===== src/rtl/core/ffha_pkg.sv =====
// ffha_pkg: shared types and constants of the first-fit heap allocator
// used by ffha_ctrl, ffha_dpath, first_fit_heap_allocator, ffha_checker and tb; no dependencies
package ffha_pkg;

   // header layout
   localparam logic [31:0] HDR_BYTES  = 32'd12;
   localparam logic [31:0] HDR_ADDR_MAX = 32'hFFFF_FFF3;

   // request kinds
   typedef enum logic [1:0] {
      KIND_INIT  = 2'd0,
      KIND_ALLOC = 2'd1,
      KIND_FREE  = 2'd2,
      KIND_NOP   = 2'd3
   } kind_type;

   // result status codes
   typedef enum logic [2:0] {
      ST_DONE    = 3'd0,
      ST_OOM     = 3'd1,
      ST_ABSENT  = 3'd2,
      ST_INVALID = 3'd3,
      ST_IGNORED = 3'd4,
      ST_SMALL   = 3'd5
   } status_type;

   // header address sources
   typedef enum logic [2:0] {
      ADR_BASE  = 3'd0,
      ADR_CUR   = 3'd1,
      ADR_NA    = 3'd2,
      ADR_ANEXT = 3'd3,
      ADR_APREV = 3'd4
   } adr_sel_type;

   // header write data sources
   typedef enum logic [2:0] {
      WS_INIT = 3'd0,
      WS_NEW  = 3'd1,
      WS_A    = 3'd2,
      WS_B    = 3'd3,
      WS_SPN  = 3'd4,
      WS_SPV  = 3'd5
   } wsel_type;

   // value written into a prev link by a relink
   typedef enum logic [1:0] {
      SPV_NA    = 2'd0,
      SPV_CUR   = 2'd1,
      SPV_APREV = 2'd2
   } spv_sel_type;

   // controller to datapath commands
   typedef struct packed {
      logic        load_req;
      adr_sel_type addr_sel;
      logic [1:0]  word;
      logic        mem_rd;
      logic        mem_wr;
      wsel_type    wsel;
      logic        cap;
      logic        cap_b;
      logic        set_ready;
      logic        clr_ready;
      logic        cur_from_base;
      logic        cur_from_ptr;
      logic        cur_from_anext;
      logic        step_clr;
      logic        step_inc;
      logic        na_load;
      logic        split_upd;
      logic        a_set_used;
      logic        a_clr_used;
      logic        merge_next;
      logic        merge_prev;
      logic        sp_load;
      spv_sel_type spv_sel;
      logic        finish;
      status_type  status;
      logic        give_ptr;
   } cmd_type;

   // datapath to controller status
   typedef struct packed {
      kind_type kind;
      logic     init_small;
      logic     base_zero;
      logic     ready;
      logic     req_zero;
      logic     req_big;
      logic     ptr_low;
      logic     cur_zero;
      logic     cur_ok;
      logic     steps_done;
      logic     fit;
      logic     split_want;
      logic     na_ok;
      logic     a_used;
      logic     a_next_nz;
      logic     a_prev_nz;
      logic     b_used;
   } stat_type;

endpackage


===== src/rtl/core/ffha_ctrl.sv =====
// ffha_ctrl: sequencer of the heap allocator; walks headers through the datapath
// depends on ffha_pkg
module ffha_ctrl
   import ffha_pkg::*;
(
   input  logic     clock,
   input  logic     reset,
   input  logic     start,
   output logic     busy,
   input  stat_type stat,
   output cmd_type  cmd
);

   typedef enum logic [19:0] {
      S_IDLE  = 20'h00001,
      S_CHECK = 20'h00002,
      S_ALOOP = 20'h00004,
      S_ATEST = 20'h00008,
      S_ANA   = 20'h00010,
      S_ASPL  = 20'h00020,
      S_AFIN  = 20'h00040,
      S_OK    = 20'h00080,
      S_FCHK  = 20'h00100,
      S_FUSED = 20'h00200,
      S_FNX   = 20'h00400,
      S_FNX2  = 20'h00800,
      S_FPV   = 20'h01000,
      S_FPB   = 20'h02000,
      S_FPB2  = 20'h04000,
      S_FPB3  = 20'h08000,
      S_RD    = 20'h10000,
      S_WR    = 20'h20000,
      S_SP    = 20'h40000,
      S_ASPU  = 20'h80000
   } state_type;

   state_type   state_ff, state_in;
   state_type   ret_ff, ret_in;
   logic [1:0]  wcnt_ff, wcnt_in;
   adr_sel_type asel_ff, asel_in;
   wsel_type    wsel_ff, wsel_in;
   logic        dstb_ff, dstb_in;

   assign busy = (state_ff != S_IDLE);

   // state, return point and sub-sequence registers
   always_ff @(posedge clock) begin
      if (reset) begin
         state_ff <= S_IDLE;
         ret_ff   <= S_IDLE;
         wcnt_ff  <= 2'd0;
         asel_ff  <= ADR_BASE;
         wsel_ff  <= WS_INIT;
         dstb_ff  <= 1'b0;
      end else begin
         state_ff <= state_in;
         ret_ff   <= ret_in;
         wcnt_ff  <= wcnt_in;
         asel_ff  <= asel_in;
         wsel_ff  <= wsel_in;
         dstb_ff  <= dstb_in;
      end
   end

   // next state and command decode
   always_comb begin
      cmd      = '0;
      state_in = state_ff;
      ret_in   = ret_ff;
      wcnt_in  = wcnt_ff;
      asel_in  = asel_ff;
      wsel_in  = wsel_ff;
      dstb_in  = dstb_ff;
      case (state_ff)
         S_IDLE: begin
            if (start) begin
               cmd.load_req = 1'b1;
               state_in     = S_CHECK;
            end
         end
         S_CHECK: begin
            case (stat.kind)
               KIND_INIT: begin
                  if (stat.init_small) begin
                     cmd.finish = 1'b1;
                     cmd.status = ST_SMALL;
                     state_in   = S_IDLE;
                  end else if (stat.base_zero) begin
                     cmd.clr_ready = 1'b1;
                     cmd.finish    = 1'b1;
                     cmd.status    = ST_ABSENT;
                     state_in      = S_IDLE;
                  end else begin
                     cmd.set_ready = 1'b1;
                     asel_in       = ADR_BASE;
                     wsel_in       = WS_INIT;
                     ret_in        = S_OK;
                     wcnt_in       = 2'd0;
                     state_in      = S_WR;
                  end
               end
               KIND_ALLOC: begin
                  if (!stat.ready || stat.req_zero) begin
                     cmd.finish = 1'b1;
                     cmd.status = ST_ABSENT;
                     state_in   = S_IDLE;
                  end else if (stat.req_big) begin
                     cmd.finish = 1'b1;
                     cmd.status = ST_OOM;
                     state_in   = S_IDLE;
                  end else begin
                     cmd.cur_from_base = 1'b1;
                     cmd.step_clr      = 1'b1;
                     state_in          = S_ALOOP;
                  end
               end
               KIND_FREE: begin
                  if (!stat.ready) begin
                     cmd.finish = 1'b1;
                     cmd.status = ST_ABSENT;
                     state_in   = S_IDLE;
                  end else if (stat.ptr_low) begin
                     cmd.finish = 1'b1;
                     cmd.status = ST_IGNORED;
                     state_in   = S_IDLE;
                  end else begin
                     cmd.cur_from_ptr = 1'b1;
                     state_in         = S_FCHK;
                  end
               end
               default: begin
                  cmd.finish = 1'b1;
                  cmd.status = ST_DONE;
                  state_in   = S_IDLE;
               end
            endcase
         end
         // allocate: first-fit walk
         S_ALOOP: begin
            if (stat.cur_zero || stat.steps_done) begin
               cmd.finish = 1'b1;
               cmd.status = ST_OOM;
               state_in   = S_IDLE;
            end else begin
               cmd.step_inc = 1'b1;
               asel_in      = ADR_CUR;
               dstb_in      = 1'b0;
               ret_in       = S_ATEST;
               wcnt_in      = 2'd0;
               state_in     = S_RD;
            end
         end
         S_ATEST: begin
            if (stat.fit) begin
               cmd.na_load = 1'b1;
               state_in    = stat.split_want ? S_ANA : S_AFIN;
            end else begin
               cmd.cur_from_anext = 1'b1;
               state_in           = S_ALOOP;
            end
         end
         S_ANA: begin
            if (stat.na_ok) begin
               asel_in  = ADR_NA;
               wsel_in  = WS_NEW;
               ret_in   = S_ASPL;
               wcnt_in  = 2'd0;
               state_in = S_WR;
            end else begin
               state_in = S_AFIN;
            end
         end
         // relink the old next block while the next link still points at it
         S_ASPL: begin
            if (stat.a_next_nz) begin
               cmd.sp_load = 1'b1;
               cmd.spv_sel = SPV_NA;
               ret_in      = S_ASPU;
               wcnt_in     = 2'd0;
               state_in    = S_SP;
            end else begin
               state_in = S_ASPU;
            end
         end
         // shrink the block and point it at the split-off part
         S_ASPU: begin
            cmd.split_upd = 1'b1;
            state_in      = S_AFIN;
         end
         S_AFIN: begin
            cmd.a_set_used = 1'b1;
            asel_in        = ADR_CUR;
            wsel_in        = WS_A;
            ret_in         = S_OK;
            wcnt_in        = 2'd0;
            state_in       = S_WR;
         end
         S_OK: begin
            cmd.finish   = 1'b1;
            cmd.status   = ST_DONE;
            cmd.give_ptr = (stat.kind == KIND_ALLOC);
            state_in     = S_IDLE;
         end
         // free: validate, then coalesce with neighbors
         S_FCHK: begin
            if (!stat.cur_ok) begin
               cmd.finish = 1'b1;
               cmd.status = ST_INVALID;
               state_in   = S_IDLE;
            end else begin
               asel_in  = ADR_CUR;
               dstb_in  = 1'b0;
               ret_in   = S_FUSED;
               wcnt_in  = 2'd0;
               state_in = S_RD;
            end
         end
         S_FUSED: begin
            if (!stat.a_used) begin
               cmd.finish = 1'b1;
               cmd.status = ST_INVALID;
               state_in   = S_IDLE;
            end else begin
               cmd.a_clr_used = 1'b1;
               if (stat.a_next_nz) begin
                  asel_in  = ADR_ANEXT;
                  dstb_in  = 1'b1;
                  ret_in   = S_FNX;
                  wcnt_in  = 2'd0;
                  state_in = S_RD;
               end else begin
                  state_in = S_FPV;
               end
            end
         end
         S_FNX: begin
            if (!stat.b_used) begin
               cmd.merge_next = 1'b1;
               state_in       = S_FNX2;
            end else begin
               state_in = S_FPV;
            end
         end
         S_FNX2: begin
            if (stat.a_next_nz) begin
               cmd.sp_load = 1'b1;
               cmd.spv_sel = SPV_CUR;
               ret_in      = S_FPV;
               wcnt_in     = 2'd0;
               state_in    = S_SP;
            end else begin
               state_in = S_FPV;
            end
         end
         S_FPV: begin
            wcnt_in = 2'd0;
            if (stat.a_prev_nz) begin
               asel_in  = ADR_APREV;
               dstb_in  = 1'b1;
               ret_in   = S_FPB;
               state_in = S_RD;
            end else begin
               asel_in  = ADR_CUR;
               wsel_in  = WS_A;
               ret_in   = S_OK;
               state_in = S_WR;
            end
         end
         S_FPB: begin
            if (!stat.b_used) begin
               cmd.merge_prev = 1'b1;
               state_in       = S_FPB2;
            end else begin
               asel_in  = ADR_CUR;
               wsel_in  = WS_A;
               ret_in   = S_OK;
               wcnt_in  = 2'd0;
               state_in = S_WR;
            end
         end
         S_FPB2: begin
            if (stat.a_next_nz) begin
               cmd.sp_load = 1'b1;
               cmd.spv_sel = SPV_APREV;
               ret_in      = S_FPB3;
               wcnt_in     = 2'd0;
               state_in    = S_SP;
            end else begin
               state_in = S_FPB3;
            end
         end
         S_FPB3: begin
            asel_in  = ADR_APREV;
            wsel_in  = WS_B;
            ret_in   = S_OK;
            wcnt_in  = 2'd0;
            state_in = S_WR;
         end
         // read three header words, capturing each in the cycle after its read
         S_RD: begin
            cmd.addr_sel = asel_ff;
            cmd.word     = wcnt_ff;
            cmd.mem_rd   = (wcnt_ff != 2'd3);
            cmd.cap      = (wcnt_ff != 2'd0);
            cmd.cap_b    = dstb_ff;
            wcnt_in      = wcnt_ff + 2'd1;
            if (wcnt_ff == 2'd3) begin
               state_in = ret_ff;
            end
         end
         // write three header words
         S_WR: begin
            cmd.addr_sel = asel_ff;
            cmd.word     = wcnt_ff;
            cmd.mem_wr   = 1'b1;
            cmd.wsel     = wsel_ff;
            wcnt_in      = wcnt_ff + 2'd1;
            if (wcnt_ff == 2'd2) begin
               state_in = ret_ff;
            end
         end
         // relink: rewrite next of the target filtered, then its prev
         S_SP: begin
            cmd.addr_sel = ADR_ANEXT;
            wcnt_in      = wcnt_ff + 2'd1;
            case (wcnt_ff)
               2'd0: begin
                  cmd.word   = 2'd1;
                  cmd.mem_rd = 1'b1;
               end
               2'd1: begin
                  cmd.word   = 2'd1;
                  cmd.mem_wr = 1'b1;
                  cmd.wsel   = WS_SPN;
               end
               default: begin
                  cmd.word   = 2'd2;
                  cmd.mem_wr = 1'b1;
                  cmd.wsel   = WS_SPV;
                  state_in   = ret_ff;
               end
            endcase
         end
         default: begin
            state_in = S_IDLE;
         end
      endcase
   end

endmodule


===== config.mk =====
export PLATFORM = sky130hd
export DESIGN_NAME = ffha_ctrl
export DESIGN_NICKNAME = d
export VERILOG_FILES = /design/src/rtl/core/ffha_pkg.sv /design/src/rtl/core/ffha_ctrl.sv
export SDC_FILE = /design/constraint.sdc
export NUM_CORES = 1
export LEC_CHECK = 0
export BUFFER_PORTS_ARGS = -buffer_cell sky130_fd_sc_hd__buf_2
export CAP_MARGIN = 20
export CORE_ASPECT_RATIO = 0.9
export CORE_MARGIN = 1.5
export CORE_UTILIZATION = 50
export DETAILED_ROUTE_END_ITERATION = 10
export GPL_ROUTABILITY_DRIVEN = 0
export GPL_TIMING_DRIVEN = 0
export PLACE_DENSITY_LB_ADDON = 0.12
export SLEW_MARGIN = 15
export SYNTH_ARGS = -nofsm -noshare
export SYNTH_HDL_FRONTEND = slang
export SYNTH_SLANG_ARGS = --single-unit

===== constraint.sdc =====
create_clock -name clock -period 2.7 [get_ports clock]
set_input_delay 0.135 -clock clock [delete_from_list [all_inputs] [get_ports clock]]
set_output_delay 0.135 -clock clock [all_outputs]
set_load 0.005 [all_outputs]

==> flow_metrics.tcl <==
set metrics [dict create \
    crit_family "simple AND/OR/NAND/NOR gates" \
    fmax_mhz 381 \
    yosys_warnings 0 \
    finalCriticalPeriod_ns 2.63 \
    wl_per_cell_um 16.1 \
    avgViaCountPerCell 5.85 \
    core_mm2 0.00489 \
    grt_pass1_vias 2308 \
    cts_made_buffers 5 \
    area_growth_syn_to_layout_pct 21.4 \
    slowest_stage "dfxtp_1" \
    track_usage_pct 26.3 \
    ys_ff_latch 38 \
    dr.pass1.iters 5 \
    slowest_delay_ns 0.40 \
    io_buffer_count 54 \
    fin_area_mm2 0.00312 \
    cap_violations 0 \
    fp.dieW_um 78.5 \
    postCtsHoldBufs 0 \
    fillers 441 \
    antenna_found_initial 0 \
    holdCritPathClass "in2reg" \
    ys.flop_type "dfxtp_1" \
    cts_tree "done" \
    clockRootBuffer "clkbuf_8" \
    regArea_um2 762 \
    die_h_um 71.0 \
    critPathMaxFanout 10 \
    num_rows 24 \
    peakVddDrop_mv 0.342 \
    clock-sinks 38 \
    drc_errors 0 \
    finalSetupViolations 0 \
    nets 409 \
    fin_crit_sh_pct 97.2 \
    synth_area_mm2 0.00257 \
    max_slew_margin_pct 61.5 \
    ioPinCount 56 \
    syn-num-nets 345 \
    dpl-instance-area_mm2 0.00292 \
    crit_required_ns 2.57 \
    hpwl_um 5660 \
    maxSlewViolCount 0 \
    n_antenna_cell 0 \
    ys_types 64 \
    critPathBufInv 2 \
    grt_pass1_wl_um 11400 \
    async_flop_share_pct 0 \
    syn_avg_cell_area_um2 8.02 \
    drt_iter0_drc 219 \
    multi_input_area_mm2 0.00174 \
    ant_nets 0 \
    criticalPathCategory "reg2out" \
    syn_inst 320 \
    dp.cells 439 \
    drive_gt1_share_pct 28.9 \
    start_util_pct 52.5 \
    clkLatencyLatePin_ns 0.30 \
    endpoint_kind "output port" \
    finalHoldViolCount 0 \
    worst_slew_pin_slew_ns 0.572 \
    p_leak_nw 1.40 \
    p_per_area_mw_per_mm2 482 \
    hold_ws_ns 0.0887 \
    final_util_pct 63.7 \
    clock_path_buffers 2 \
    status "finished clean" \
    die-area_mm2 0.00557 \
    htreeDepth 2 \
    cp-start-kind "flop" \
    routed-via-count 2625 \
    layoutNonFillerInstCount 449 \
    overflow 0 \
    totalWireLength_um 7230 \
    crit_path_frequent_cell "nand2_1" \
    setup_tns_ns 0 \
    grt_max_degree 12 \
    crit_chain "nor4_4 -> nand3_2 -> buf_4 -> or3_4 -> nor3_4 -> nand2_1 -> nand2_1 -> buf_2" \
    ys_seq_area_share_pct 29.6 \
    synth_edf_count 0 \
    fin_skew_ns 0.00426 \
    cts.clk_slew.worst_paths_ns 0.07 \
    critPathArrivalTime_ns 2.49 \
]
worst reg2reg max path, stage by stage (launching register included):
cell,delay (ns)
dfxtp_1,0.40
nor4_4,0.37
nand3_2,0.18
buf_4,0.22
nor4_2,0.41
a211o_1,0.27
or2_2,0.15
buf_4,0.17
nor2_1,0.12
and2_1,0.17
power by group:
part	total, mW	switching (mW)	internal, mW	leakage [nW]
Sequential	0.593	0.0174	0.576	0.307
Combinational	0.406	0.261	0.146	1.03
Clock	0.505	0.209	0.296	0.0573
Total	1.50	0.487	1.02	1.40
synthesized netlist by cell type, types with 4 or more instances:
cell	number	share of area, %
nor2_1	41	6.0
dfxtp_1	38	30
nand2_1	22	3.2
nor3_1	19	3.7
a21oi_1	17	3.3
nand2b_1	13	3.2
inv_1	12	1.8
o21ai_0	11	2.1
and2_1	10	2.4
nand3_1	9	1.8
or3_1	9	2.2
nor3_2	7	2.7
o21ai_1	7	1.4
a21o_1	6	1.8
and3_1	5	1.2
nor4_1	5	1.2
nor4_4	5	4.1
buf_4	4	1.2
clkbuf_1	4	0.58
ha_1	4	1.9
cells by family after synthesis:
| logic type | count (synthesis) | synth area share [%] |
|---|---|---|
| AND/OR/NAND/NOR | 175 | 42.3 |
| multiplexers | 2 | 0.780 |
| buffers and inverters | 26 | 4.87 |
| flip-flops | 38 | 29.6 |
| AO/OA/AOI/OAI | 73 | 19.7 |
| adder cells (fa/ha/maj) | 4 | 1.95 |
| XOR/XNOR | 2 | 0.682 |
placed cells by master, fill, tap and decap left out, types with 4 or more instances in the layout:
cell type | netlist | final
or3_4 | 2 | 4
nand2b_1 | 13 | 13
buf_2 | 3 | 57
o21ai_0 | 11 | 11
nor2_1 | 41 | 41
ha_1 | 4 | 4
dfxtp_1 | 38 | 37
nor3_2 | 7 | 7
clkbuf_8 | 0 | 6
buf_4 | 4 | 8
nand3_1 | 9 | 8
inv_1 | 12 | 12
and2_1 | 10 | 10
nor4_4 | 5 | 6
a21o_1 | 6 | 6
nor3_1 | 19 | 18
a21oi_1 | 17 | 17
o21ai_1 | 7 | 7
nand2_1 | 22 | 22
or3_1 | 9 | 7
and3_1 | 5 | 5
nor4_1 | 5 | 4
state kept, by name (all words and copies together) (netlist names):
| register | count |
|---|---|
| ret_ff | 10 |
| dstb_ff | 1 |
| asel_ff | 3 |
| wsel_ff | 2 |
| wcnt_ff | 2 |
| state_ff | 20 |
layer usage:
metal,up-vias,track usage (%),routed length [um]
met5,-,0,0
li1,1300,-,-
met3,17,3.35,490
met1,1206,38.3,3410
met2,102,39.8,3190
met4,0,9.52,140
stage by stage:
| stage | power [mW] | setup slack [ns] |
|---|---|---|
| after floorplan | 0.870 | 0.547 |
| final | 1.50 | 0.0748 |
| after global placement | 0.977 | 0.108 |
| after CTS | 1.48 | 0.000714 |
| after detailed placement | 0.980 | 0.0464 |
| after global routing | 1.56 | -0.00417 |
path summary, 6_finish.rpt:
kind              cells past startpoint  slack (ns)         start          end
setup / recovery                      8        0.07  state_ff[13]      cmd[31]
hold / removal                        3        0.09       stat[5]  state_ff[4]
setup reg to reg                      9        0.13  state_ff[13]  state_ff[7]
hold reg to reg                       2        0.46    asel_ff[1]   asel_ff[1]
cell type report:
type                            count  share of cell area (%)
Buffer                             12                    2.33
Clock buffer                        6                    2.65
Clock inverter                      1                   0.963
Inverter                           13                    1.57
Multi-Input combinational cell    256                    55.8
Sequential cell                    38                    24.4
Tap cell                           65                    2.61
Timing Repair Buffer               58                    9.63
timing repair:
action / in CTS / in global routing
pin swaps: 1 / 5
hold endpoints to repair: 0 / 0
setup endpoints to repair: 6 / 29
setup buffers: 0 / 4
resized for setup: 3 / 7
(Power assumes the default switching activity.)
